File: src/sv/assert_macros.svh
// assertion helpers shared by the rtl files
`ifndef ASSERT_MACROS_SVH
`define ASSERT_MACROS_SVH
`ifndef SYNTHESIS
// implication or plain property checked on every rising edge outside reset
`define ASSERT_AT(lbl, clk, rst_n, prop) \
    lbl: assert property (@(posedge clk) disable iff (!rst_n) prop) \
        else $error("property violated");
// condition that must never be true outside reset
`define ASSERT_NEVER(lbl, clk, rst_n, expr) \
    lbl: assert property (@(posedge clk) disable iff (!rst_n) !(expr)) \
        else $error("forbidden condition seen");
`else
`define ASSERT_AT(lbl, clk, rst_n, prop)
`define ASSERT_NEVER(lbl, clk, rst_n, expr)
`endif
`endif

File: src/sv/mf3_pkg.sv
package mf3_pkg;

    localparam int PIX_W     = 8;
    localparam int COORD_W   = 10;
    localparam int CFG_W     = 11;
    localparam int APB_DW    = 32;
    localparam int APB_AW    = 3;
    localparam int MIN_SIZE  = 3;
    localparam int CFG_RESET = 1024;

    typedef logic [PIX_W-1:0]   t_pix;
    typedef logic [COORD_W-1:0] t_coord;

    typedef enum logic {
        REG_IMAGE_WIDTH  = 1'b0,
        REG_IMAGE_HEIGHT = 1'b1
    } t_reg_idx;

    // per-item side information carried down the median pipe
    typedef struct packed {
        logic   emit;
        logic   done;
        t_coord crow;
        t_coord ccol;
    } t_meta;

    // one new window column plus its side information
    typedef struct packed {
        t_pix  top;
        t_pix  mid;
        t_pix  bot;
        t_meta meta;
    } t_col_item;

    // a column sorted ascending
    typedef struct packed {
        t_pix lo;
        t_pix md;
        t_pix hi;
    } t_sorted;

endpackage

File: src/sv/mf3_ifs.sv


interface mf3_med_if;
    import mf3_pkg::*;

    logic   valid;
    logic   ready;
    t_pix   median;
    t_coord center_row;
    t_coord center_col;
    logic   frame_done;

    modport source (output valid, output median, output center_row, output center_col,
                    output frame_done, input ready);
    modport sink   (input valid, input median, input center_row, input center_col,
                    input frame_done, output ready);
endinterface

File: src/sv/mf3_median.sv
`include "assert_macros.svh"

module mf3_median (
    input  logic               i_clk,
    input  logic               i_rst_n,
    input  logic               i_valid,
    output logic               o_ready,
    input  mf3_pkg::t_col_item i_col,
    mf3_med_if.source          o_med
);
    import mf3_pkg::*;

    function automatic t_pix min2(input t_pix a, input t_pix b);
        return (a < b) ? a : b;
    endfunction

    function automatic t_pix max2(input t_pix a, input t_pix b);
        return (a < b) ? b : a;
    endfunction

    function automatic t_pix med3(input t_pix a, input t_pix b, input t_pix c);
        return max2(min2(a, b), min2(max2(a, b), c));
    endfunction

    function automatic t_sorted sort3(input t_pix a, input t_pix b, input t_pix c);
        t_sorted s;
        s.lo = min2(min2(a, b), c);
        s.hi = max2(max2(a, b), c);
        s.md = med3(a, b, c);
        return s;
    endfunction

    logic      r_b_valid;
    t_col_item r_b;
    logic      r_c_valid;
    t_meta     r_c_meta;
    t_sorted   r_win [3];
    logic      r_d_valid;
    t_meta     r_d_meta;
    t_pix      r_d_lo, r_d_md, r_d_hi;
    logic      r_o_valid;
    t_pix      r_o_med;
    t_meta     r_o_meta;

    logic b_go, b_free, c_go, c_free, d_go, d_free, o_free;

    assign o_free = !r_o_valid || o_med.ready;
    assign d_go   = r_d_valid && (!r_d_meta.emit || o_free);
    assign d_free = !r_d_valid || d_go;
    assign c_go   = r_c_valid && d_free;
    assign c_free = !r_c_valid || c_go;
    assign b_go   = r_b_valid && c_free;
    assign b_free = !r_b_valid || b_go;
    assign o_ready = b_free;

    // valids of every stage
    always_ff @(posedge i_clk) begin
        if (!i_rst_n) begin
            r_b_valid <= 1'b0;
            r_c_valid <= 1'b0;
            r_d_valid <= 1'b0;
            r_o_valid <= 1'b0;
        end else begin
            if (i_valid && b_free) begin
                r_b_valid <= 1'b1;
            end else if (b_go) begin
                r_b_valid <= 1'b0;
            end
            if (b_go) begin
                r_c_valid <= 1'b1;
            end else if (c_go) begin
                r_c_valid <= 1'b0;
            end
            if (c_go) begin
                r_d_valid <= 1'b1;
            end else if (d_go) begin
                r_d_valid <= 1'b0;
            end
            if (d_go && r_d_meta.emit) begin
                r_o_valid <= 1'b1;
            end else if (o_med.ready) begin
                r_o_valid <= 1'b0;
            end
        end
    end

    // window of sorted columns, oldest in slot 0
    always_ff @(posedge i_clk) begin
        if (!i_rst_n) begin
            for (int i = 0; i < 3; i++) begin
                r_win[i] <= '0;
            end
        end else if (b_go) begin
            r_win[0] <= r_win[1];
            r_win[1] <= r_win[2];
            r_win[2] <= sort3(r_b.top, r_b.mid, r_b.bot);
        end
    end

    always_ff @(posedge i_clk) begin
        if (i_valid && b_free) begin
            r_b <= i_col;
        end
        if (b_go) begin
            r_c_meta <= r_b.meta;
        end
        // max of lows, median of mids, min of highs
        if (c_go) begin
            r_d_meta <= r_c_meta;
            r_d_lo   <= max2(max2(r_win[0].lo, r_win[1].lo), r_win[2].lo);
            r_d_md   <= med3(r_win[0].md, r_win[1].md, r_win[2].md);
            r_d_hi   <= min2(min2(r_win[0].hi, r_win[1].hi), r_win[2].hi);
        end
        if (d_go && r_d_meta.emit) begin
            r_o_med  <= med3(r_d_lo, r_d_md, r_d_hi);
            r_o_meta <= r_d_meta;
        end
    end

    assign o_med.valid      = r_o_valid;
    assign o_med.median     = r_o_med;
    assign o_med.center_row = r_o_meta.crow;
    assign o_med.center_col = r_o_meta.ccol;
    assign o_med.frame_done = r_o_meta.done;

    `ASSERT_AT(d_held_when_out_full, i_clk, i_rst_n,
        r_d_valid && r_d_meta.emit && !o_free |=> r_d_valid)
    `ASSERT_AT(b_moves_to_c, i_clk, i_rst_n, b_go |=> r_c_valid)
endmodule

File: src/flat_wrapper.sv
// flat-port wrapper written by rule: the top's interface ports become plain ports
module mf3_median_flat import mf3_pkg::*;
  (i_clk, i_rst_n, i_valid, o_ready, i_col, o_med_valid, o_med_median, o_med_center_row, o_med_center_col, o_med_frame_done, o_med_ready);
  mf3_med_if o_med_i ();
  input  logic i_clk;
  input  logic i_rst_n;
  input  logic i_valid;
  output logic o_ready;
  input  mf3_pkg::t_col_item i_col;
  output wire logic [$bits(o_med_i.valid)-1:0] o_med_valid;
  output wire logic [$bits(o_med_i.median)-1:0] o_med_median;
  output wire logic [$bits(o_med_i.center_row)-1:0] o_med_center_row;
  output wire logic [$bits(o_med_i.center_col)-1:0] o_med_center_col;
  output wire logic [$bits(o_med_i.frame_done)-1:0] o_med_frame_done;
  input wire logic [$bits(o_med_i.ready)-1:0] o_med_ready;
  assign o_med_valid = o_med_i.valid;
  assign o_med_median = o_med_i.median;
  assign o_med_center_row = o_med_i.center_row;
  assign o_med_center_col = o_med_i.center_col;
  assign o_med_frame_done = o_med_i.frame_done;
  assign o_med_i.ready = o_med_ready;
  mf3_median u_core (.i_clk(i_clk), .i_rst_n(i_rst_n), .i_valid(i_valid), .o_ready(o_ready), .i_col(i_col), .o_med(o_med_i));
endmodule
File: config.mk
export PLATFORM = sky130hd
export DESIGN_NAME = mf3_median_flat
export DESIGN_NICKNAME = d
export VERILOG_FILES = /design/src/sv/mf3_pkg.sv /design/src/sv/mf3_ifs.sv /design/src/sv/mf3_median.sv /design/src/flat_wrapper.sv
export VERILOG_INCLUDE_DIRS = /design/src /design/src/sv
export SDC_FILE = /design/constraint.sdc
export NUM_CORES = 1
export LEC_CHECK = 0
export ABC_AREA = 1
export BUFFER_PORTS_ARGS = -buffer_cell sky130_fd_sc_hd__buf_4
export CAP_MARGIN = 10
export CORE_UTILIZATION = 61
export CTS_CLUSTER_DIAMETER = 60
export DETAILED_ROUTE_END_ITERATION = 8
export GPL_TIMING_DRIVEN = 1
export PLACE_DENSITY_LB_ADDON = 0.05
export SYNTH_ARGS = -nofsm -noshare
export SYNTH_HDL_FRONTEND = slang
export SYNTH_SLANG_ARGS = --single-unit
File: constraint.sdc
create_clock -name i_clk -period 6.64 [get_ports i_clk]
set_clock_uncertainty 0.05 [all_clocks]
set_input_delay 0.996 -clock i_clk [delete_from_list [all_inputs] [get_ports i_clk]]
set_output_delay 0.996 -clock i_clk [all_outputs]
set_load 0.02 [all_outputs]
==> run_results.csv, run 1 <==
group,metric,value,unit
setup_path,worstSetupPathType,"reg2reg",
timing,maxSlewViolCount,0,
cells_and_area,diodes,0,
setup_path,crit_fanout,31,
timing,hold_viol,0,
drt,drc,0,
cells_and_area,seqCellArea,6540,um^2
cells_and_area,final_cell_mix,"edfxtp_1, nand2_1, inv_1, nor2_1, ha_1",
global_routing,grt_use_met1,27.3,%
drt,routed_wirelength,19.2,mm
timing,timing.fmax,0.181,GHz
global_routing,antenna_found_initial,0,
flow_run,max_cap_violations,0,
clock_tree,cts_resized,0,
logic_synthesis,synth_warnings,0,
setup_path,cp.arrival,5.73,ns
clock_tree,cts_buffer_depth,3,
timing,grt_setup_unrepaired,"no",
drt,vias,7194,
global_routing,met2_usage,36.9,%
logic_synthesis,synthTopCellsByArea,"edfxtp_1, ha_1, nand2_1",
die,fp.dieArea,18600,um^2
global_routing,busiest_layer,"met2",
clock_tree,clock-root-buffer,"clkbuf_16",
drt,post_drt_via_cell_ratio,5.27,
drt,drt_iter0_drc,459,
cells_and_area,final_net_count,1270,
global_routing,track_usage,21.3,%
timing,setup_viol,0,
cells_and_area,area_delta_synth_final,14.3,%
drt,first_pass_iters,4,
setup_path,critPathCaptureType,"register",
global_routing,grt_pass1_vias,6724,
die,fp.dieH,136,um
global_routing,grt_max_degree,73,
place,dp_hpwl,13.9,mm
status,status,"finished clean",
drt,drtAntennaViolNets,0,
die,initial_core_util,63.1,%
timing,period_needed,5.52,ns
timing,max_slew_margin,28.9,%
cells_and_area,layout_commonest_cell,"edfxtp_1",
timing,tns,0,ns
clock_tree,post_cts_buffers,0,
logic_synthesis,netlist_area,11000,um^2
clock_tree,path_clk_slew,0.06,ns
cells_and_area,stdcell_count,1364,
die,core_area,17500,um^2
die,rows,48,
die,io_pins,81,
place,place.gp.congestion,0.873,
logic_synthesis,yosys.area.top_type,"edfxtp_1",
cells_and_area,post-route-util,72.1,%
logic_synthesis,ys_seq_elements,219,
timing,tightest_slew,1.06,ns
logic_synthesis,yosysSeqAreaShare,59.3,%
global_routing,grt.overflow.total,0,
cells_and_area,multi_input_area,3910,um^2
setup_path,crit_required,6.85,ns
die,die_x,136,um
power,p_leak,5.31,nW
logic_synthesis,syn_inst,1039,
logic_synthesis,synth_area_per_cell,10.6,um^2
cells_and_area,drive_gt1_share,14.0,%
cells_and_area,fill_cells,1295,
logic_synthesis,yosysTopAreaCellShare,58.5,%
logic_synthesis,ys_types,32,
setup_path,cp-start-kind,"register",
clock_tree,postCtsHoldBufs,0,
global_routing,use_met3,3.09,%
logic_synthesis,syn-num-nets,1187,
timing,post-route-period-util,83.2,%
clock_tree,cts_sinks,219,
drt,wl_per_cell,14.1,um
clock_tree,htreeDepth,1,
global_routing,grt_pass1_wl,31.0,mm
place,place_inst,1322,
clock_tree,cts_tree,"built",
clock_tree,cts_buffers,23,
worst_hold_path,hold_class,"reg2reg",
place,portBuffers,80,
power,ir_worst_vdd,0.255,mV
clock_tree,clock_latency,0.50,ns
power,pwr_density_cell,305,nW/um^2
metal layers:
layer  routed length (um)  vias to the layer above
li1                     -                     3749
met1                 8530                     3260
met2                 9330                      145
met3                  801                       40
met4                  543                        0
met5                    0                        -
cell families after synthesis:
logic type               Yosys count  share of synthesized area (%)
AO/OA/AOI/OAI                    195                           9.94
adder cells (fa/ha/maj)           98                           11.1
buffers and inverters            150                           5.43
flip-flops                       219                           59.3
AND/OR/NAND/NOR                  377                           14.2
registers in the layout, indices dropped and copies added (netlist names):
name,cells
u_core.o_med.frame_done,1
u_core.r_d_md,8
u_core.r_b_valid,1
u_core.r_d_lo,8
u_core.o_med.center_row,10
u_core.r_c_meta,22
u_core.o_med.center_col,10
u_core.o_med.valid,1
u_core.r_c_valid,1
u_core.o_med.median,8
u_core.r_win,72
u_core.r_d_valid,1
u_core.r_d_meta,22
u_core.r_b,46
u_core.r_d_hi,8
cell usage after synthesis, drive strengths merged:
cell	n
nand2	218
edfxtp	215
inv	123
nor2	114
ha	98
a21oi	84
o21ai	84
nand3	26
buf	21
a211oi	14
nand3b	14
clkbuf	6
dfxtp	4
o211ai	4
a21boi	3
nand4	3
o21a	3
and2	2
o21bai	2
a221oi	1
worst paths after layout:
kind	from	end	slack, ns	cells past startpoint
min	u_core.r_c_meta[2]$_DFFE_PP_	u_core.r_d_meta[2]$_DFFE_PP_	0.36	0
min reg2reg	u_core.r_c_meta[2]$_DFFE_PP_	u_core.r_d_meta[2]$_DFFE_PP_	0.36	0
max reg2reg	u_core.r_win[0][15]$_SDFFCE_PN0P_	u_core.r_d_md[5]$_DFFE_PP_	1.12	21
max	u_core.r_win[0][15]$_SDFFCE_PN0P_	u_core.r_d_md[5]$_DFFE_PP_	1.12	21
critical path: stages, from the launching register on:
cell,delay (ns)
edfxtp_1,0.43
ha_1,0.35
a21oi_1,0.16
o21a_1,0.17
nand2_1,0.48
o21ai_0,0.47
ha_1,0.31
a21oi_1,0.17
nor2_1,0.06
a211oi_1,0.23
nand2_1,0.29
inv_1,0.15
nand2_1,0.06
o21ai_0,0.12
inv_1,0.07
ha_1,0.29
a21oi_1,0.15
nor2_1,0.05
a211oi_1,0.76
nand2_2,0.26
nand2_1,0.12
nand2_1,0.07
stage by stage:
step	instance area (um^2)	power, mW	hold WS (ns)	setup slack, ns
final	12600	3.84	0.364	1.12
after global routing	12600	4.05	0.372	0.398
after CTS	12600	3.87	0.369	1.17
after detailed placement	11800	2.57	0.355	1.20
after global placement	11800	2.54	0.350	1.27
after floorplan	11000	2.37	0.350	2.04
report_power, final:
part | internal, mW | switching, mW
clock | 0.770 | 0.529
combinational | 0.313 | 0.570
sequential | 1.63 | 0.0265
total | 2.71 | 1.13
area by class of cell:
type	instances	area share, %
multi-input combinational	670	31.0
timing repair buffer	85	5.06
clock buffer	25	4.71
inverter	123	3.66
sequential	219	51.9
clock inverter	17	1.45
tap	225	2.23
Note: power is estimated with default switching activity, not from simulation.
==> inputs of run 2 (changes only) <==
--- a/config.mk
+++ b/config.mk
@@ -9,7 +9,7 @@
 export ABC_AREA = 1
 export BUFFER_PORTS_ARGS = -buffer_cell sky130_fd_sc_hd__buf_4
 export CAP_MARGIN = 10
-export CORE_UTILIZATION = 61
+export CORE_UTILIZATION = 55
 export CTS_CLUSTER_DIAMETER = 60
 export DETAILED_ROUTE_END_ITERATION = 8
 export GPL_TIMING_DRIVEN = 1
==> constraint.sdc (replaced) <==
create_clock -name i_clk -period 5.05 [get_ports i_clk]
set_clock_uncertainty 0.05 [all_clocks]
set_input_delay 0.7575 -clock i_clk [delete_from_list [all_inputs] [get_ports i_clk]]
set_output_delay 0.7575 -clock i_clk [all_outputs]
set_load 0.02 [all_outputs]
==> run 2 against run 1 <==
Compared with the run above: highest routed layer unchanged; design area grew 1.4%; via count shrank 1.1%; largest cell class unchanged; non-clock buffer count grew 7; global-route usage shrank 1.8 points; combinational power grew 34%; register-to-register slack lost 0.73 ns; clock power grew 41%; worst hold slack lost 0.0080 ns; routed wire length shrank 0.40%; first-iteration DRC count shrank 17%; fmax grew 18%; die area grew 11%.
==> run_results.csv, run 2 (same netlist as run 1, synthesis figures left out) <==
group,metric,value,unit
power,pwr_density_cell,407,nW/um^2
power,switching_share,28.5,%
timing,timing.fmax,0.215,GHz
timing,setup_viol,0,
place,place.gp.congestion,0.890,
clock_tree,cts_tree,"built",
setup_path,cp-start-kind,"register",
power,p_leak,5.38,nW
global_routing,grt_pass1_vias,6663,
die,io_pins,81,
cells_and_area,seqCellArea,6540,um^2
die,rows,51,
clock_tree,path_clk_slew,0.06,ns
cells_and_area,multi_input_area,3920,um^2
power,switching_power,1.48,mW
status,status,"finished clean",
flow_run,max_cap_violations,0,
cells_and_area,diodes,0,
drt,drc,0,
worst_hold_path,worstHoldPathCells,1,
drt,drtAntennaViolNets,0,
timing,grt_setup_unrepaired,"no",
clock_tree,clock_latency,0.52,ns
global_routing,track_usage,19.4,%
clock_tree,post_cts_buffers,0,
setup_path,worstSetupPathType,"reg2reg",
timing,post-route-period-util,92.3,%
place,dp_hpwl,13.9,mm
power,p_comb_share,22.8,%
worst_hold_path,hold_class,"in2reg",
drt,drt_iter0_drc,379,
clock_tree,cts_sinks,219,
cells_and_area,final_cell_mix,"edfxtp_1, nand2_1, inv_1, nor2_1, ha_1",
global_routing,grt_max_degree,73,
power,intPower,3.72,mW
die,fp.dieArea,20600,um^2
cells_and_area,final_area,12800,um^2
clock_tree,clock-root-buffer,"clkbuf_16",
cells_and_area,largest_registers,"u_core.r_win: 72 flops, u_core.r_b: 46 flops",
timing,max_slew_margin,35.0,%
setup_path,crit_fanout,31,
setup_path,cp.arrival,4.88,ns
drt,vias,7113,
clock_tree,cts_buffer_depth,3,
die,fp.dieH,144,um
power,ir_worst_vdd,0.346,mV
timing,maxSlewViolCount,0,
setup_path,crit_required,5.27,ns
drt,first_pass_iters,7,
timing,tns,0,ns
place,portBuffers,80,
global_routing,grt.overflow.total,0,
cells_and_area,largest_reg_flops,72,
global_routing,grt_pass1_wl,31.2,mm
cells_and_area,final_net_count,1278,
drt,wl_per_cell,13.5,um
clock_tree,htreeDepth,1,
timing,period_needed,4.66,ns
cells_and_area,drive_gt1_share,14.6,%
cells_and_area,regMostFlops,"u_core.r_win",
global_routing,antenna_found_initial,0,
clock_tree,postCtsHoldBufs,0,
timing,tightest_slew,0.971,ns
setup_path,r2r_cells,19,
cells_and_area,layout_commonest_cell,"edfxtp_1",
clock_tree,cts_buffers,24,
setup_path,critPathCaptureType,"register",
cells_and_area,area_delta_synth_final,15.9,%
die,die_x,144,um
die,core_area,19600,um^2
power,share_clk_of_total_power,35.3,%
drt,routed_wirelength,19.1,mm
timing,hold_viol,0,
cells_and_area,fill_cells,1589,
drt,post_drt_via_cell_ratio,5.03,
place,placed_area,11900,um^2
die,initial_core_util,56.3,%
power,pwr-share-seq,42.0,%
==> run 2: cell type report <==
class                           instances  area share, %
Clock buffer                           28           4.82
Clock inverter                         16           1.80
Inverter                              123           3.61
Multi-Input combinational cell        670           30.6
Sequential cell                       219           51.1
Tap cell                              265           2.59
Timing Repair Buffer                   92           5.40
==> run 2: per-layer routing <==
layer | vias to the layer above | GRT usage, % | wire [um]
met5 | - | 0 | 0
met4 | 0 | 6.05 | 431
met3 | 33 | 3.47 | 805
met2 | 135 | 32.8 | 9030
met1 | 3178 | 25.5 | 8860
li1 | 3767 | - | -
==> run 2: worst max-delay path, stage by stage (launching register included) <==
cell      delay [ns]
edfxtp_1        0.41
ha_1            0.31
a21oi_1         0.15
o21a_1          0.16
nand2_2         0.28
o21ai_0         0.43
ha_1            0.32
a21oi_1         0.13
nor2_1          0.05
a211oi_1        0.42
nand2_4         0.21
o21ai_0         0.33
ha_1            0.33
a21oi_1         0.15
nor2_1          0.07
a211oi_2        0.14
buf_4           0.27
nand3_1         0.10
nand2_1         0.07
nor2_1          0.04
==> run 2: worst paths after layout <==
kind,start,slack (ns),end
max reg2reg,u_core.r_b[45]$_DFFE_PP_,0.39,u_core.r_win[0][58]$_SDFFCE_PN0P_
min,i_col[4],0.36,u_core.r_b[4]$_DFFE_PP_
min reg2reg,u_core.r_b[14]$_DFFE_PP_,0.36,u_core.r_c_meta[14]$_DFFE_PP_
max,u_core.r_b[45]$_DFFE_PP_,0.39,u_core.r_win[0][58]$_SDFFCE_PN0P_
==> run 2: power by group through the flow <==
stage	clock network, mW	logic [mW]	registers [mW]
after detailed placement	0	1.18	2.22
after CTS	1.88	1.19	2.18
final	1.83	1.18	2.18
after floorplan	0	0.905	2.21
after global routing	1.95	1.38	2.19
after global placement	0	1.16	2.22
==> run 2: through the flow <==
step | instances | util (%) | hold slack [ns] | power (mW) | setup WS [ns]
floorplan | 1039 | - | 0.350 | 3.12 | 0.455
global placement | 1369 | 60.9 | 0.351 | 3.38 | 0.437
detailed placement | 1369 | 60.9 | 0.355 | 3.40 | 0.396
CTS | 1413 | 65.2 | 0.333 | 5.25 | 0.362
global route | 1413 | 65.2 | 0.335 | 5.52 | 0.00666
finish | 1413 | 65.2 | 0.356 | 5.20 | 0.389
==> run 2: repair_timing <==
item	in CTS	in global routing
setup endpoints to repair	0	16
gates resized for setup	0	5
hold endpoints to repair	0	0
==> inputs of run 3 (changes only) <==
--- a/config.mk
+++ b/config.mk
@@ -9,7 +9,7 @@
 export ABC_AREA = 1
 export BUFFER_PORTS_ARGS = -buffer_cell sky130_fd_sc_hd__buf_4
 export CAP_MARGIN = 10
-export CORE_UTILIZATION = 55
+export CORE_UTILIZATION = 61
 export CTS_CLUSTER_DIAMETER = 60
 export DETAILED_ROUTE_END_ITERATION = 8
 export GPL_TIMING_DRIVEN = 1
==> constraint.sdc (replaced) <==
create_clock -name i_clk -period 5 [get_ports i_clk]
set_clock_uncertainty 0.05 [all_clocks]
set_input_delay 0.75 -clock i_clk [delete_from_list [all_inputs] [get_ports i_clk]]
set_output_delay 0.75 -clock i_clk [all_outputs]
set_load 0.02 [all_outputs]
==> run 3 against run 2 <==
Compared with the run above: fmax grew 1.3%; via count is 3.6% higher; worst setup slack improved by 0.011 ns; worst hold slack gained 0.0097 ns; design area decreased by 1.3%; clock power shrank 12%; highest routed layer unchanged; core utilization rose by 6.9 points; final cell count is 2.8% lower.
==> run_results.csv, run 3 (same netlist as run 1, synthesis figures left out) <==
group,metric,value,unit
status,status,"finished clean",
timing,maxSlewViolCount,0,
power,p_leak,5.33,nW
cells_and_area,post-route-util,72.2,%
setup_path,r2r_slack,0.40,ns
drt,first_pass_iters,5,
power,power,5.03,mW
drt,post_drt_via_cell_ratio,5.37,
worst_hold_path,hold_path.startpoint,"i_col[10]",
timing,setup_viol,0,
setup_path,r2r-end,"u_core.r_win[0][60]$_SDFFCE_PN0P_",
drt,wl_per_cell,14.3,um
timing,setup_ws,0.400,ns
power,ir_worst_vdd,0.437,mV
clock_tree,cts_sinks,219,
setup_path,worstSetupPathType,"reg2reg",
setup_path,crit_buf_inv,1,
setup_path,slowest_delay,0.43,ns
cells_and_area,final_cell_mix,"edfxtp_1, nand2_1, inv_1, nor2_1, ha_1",
global_routing,grt.overflow.total,0,
global_routing,antenna_found_initial,0,
place,placed_area,11900,um^2
timing,timing.fmax,0.217,GHz
setup_path,crit_slowest_cell,"edfxtp_1",
die,rows,48,
timing,period_needed,4.60,ns
setup_path,crit_fanout,31,
setup_path,r2r_cells,19,
cells_and_area,area_delta_synth_final,14.4,%
die,die_x,136,um
drt,vias,7372,
cells_and_area,layout_commonest_cell,"edfxtp_1",
cells_and_area,final_area,12600,um^2
global_routing,grt_pass1_wl,32.5,mm
setup_path,r2r_start,"u_core.r_b[43]$_DFFE_PP_",
cells_and_area,drive_gt1_share,14.1,%
setup_path,critPathCaptureType,"register",
clock_tree,cts_buffer_depth,3,
clock_tree,htreeDepth,1,
timing,tns,0,ns
clock_tree,path_clk_slew,0.06,ns
timing,post-route-period-util,92.0,%
timing,hold_viol,0,
clock_tree,post_cts_buffers,0,
clock_tree,cts_buffers,23,
clock_tree,cts_tree,"built",
global_routing,grt_max_degree,73,
cells_and_area,regMostFlops,"u_core.r_win",
worst_hold_path,worstHoldPathCells,1,
cells_and_area,diodes,0,
setup_path,crit_required,5.22,ns
worst_hold_path,hold_class,"in2reg",
drt,drtAntennaViolNets,0,
die,initial_core_util,63.1,%
power,pwr_density_cell,399,nW/um^2
drt,routed_wirelength,19.7,mm
die,fp.dieArea,18600,um^2
cells_and_area,largest_registers,"u_core.r_win: 72 flops, u_core.r_b: 46 flops",
die,fp.dieH,136,um
global_routing,grt_pass1_vias,7065,
timing,grt_setup_unrepaired,"no",
setup_path,cp.arrival,4.82,ns
worst_hold_path,min_to,"u_core.r_b[10]$_DFFE_PP_",
die,io_pins,81,
place,place.gp.congestion,0.866,
place,place_ws,0.407,ns
flow_run,max_cap_violations,0,
setup_path,cp_top_family,"compound AO/OA/AOI/OAI gates",
global_routing,track_usage,22.2,%
drt,drc,0,
cells_and_area,stdcell_count,1373,
timing,holdWs,0.365,ns
place,dp_hpwl,14.1,mm
timing,max_slew_margin,31.7,%
setup_path,cp-start-kind,"register",
setup_path,path_cells,"ha_1, a21oi_1, o21a_1, nand2_2, o21ai_0, ha_1, nand2_1, nor2_1, a211oi_1, nand2_4, o21ai_0, ha_1, nand2_1, nor2_1, a211oi_2, buf_4, nand3_1, nand2_1, nor2_1",
place,portBuffers,80,
place,place_inst,1332,
die,core_area,17500,um^2
timing,tightest_slew,1.02,ns
cells_and_area,final_net_count,1280,
clock_tree,clock_latency,0.51,ns
cells_and_area,largest_reg_flops,72,
clock_tree,clock-root-buffer,"clkbuf_16",
drt,drt_iter0_drc,423,
run 3: timing repair:
item                                    CTS  global route
endpoints found under the setup margin    0             7
hold buffers                              0             0
gates resized for setup                   0             3
run 3: worst max-delay path by stage:
| stage | startpoint | slack (ns) | depth (start not counted) | to |
|---|---|---|---|---|
| 2_1_floorplan | u_core.r_win[0][11]$_SDFFCE_PN0P_ | 0.40 | 27 | u_core.r_d_md[0]$_DFFE_PP_ |
| 3_3_place_gp | u_core.r_b[45]$_DFFE_PP_ | 0.51 | 19 | u_core.r_win[0][56]$_SDFFCE_PN0P_ |
| 3_5_place_dp | u_core.r_b[43]$_DFFE_PP_ | 0.41 | 19 | u_core.r_win[0][56]$_SDFFCE_PN0P_ |
| 4_1_cts | u_core.r_b[43]$_DFFE_PP_ | 0.39 | 19 | u_core.r_win[0][60]$_SDFFCE_PN0P_ |
| 5_1_grt | u_core.r_d_md[1]$_DFFE_PP_ | 0.007 | 25 | u_core.o_med.median[7]$_DFFE_PP_ |
| 6_report | u_core.r_b[43]$_DFFE_PP_ | 0.40 | 19 | u_core.r_win[0][60]$_SDFFCE_PN0P_ |
run 3: cell type report:
cell class                 instances  area [um^2]
inverter                         123          462
fill                            1270         4860
clock buffer                      28          594
timing repair buffer              95          713
tap                              225          282
sequential                       219         6540
multi-input combinational        670         3910
clock inverter                    13          119
run 3: power breakdown:
group          leakage (nW)  internal, mW  switching (mW)
Clock                 0.346         0.948           0.664
Sequential             2.15          2.17          0.0358
Combinational          2.84         0.444           0.774
run 3: per-layer routing:
layer	wire length [um]	GRT usage, %	up-vias	part of all wire (%)
met5	0	0	-	0
met4	576	8.09	0	2.9
met3	862	3.39	43	4.4
met2	9660	38.7	174	49
met1	8570	28.1	3383	44
li1	-	-	3772	-
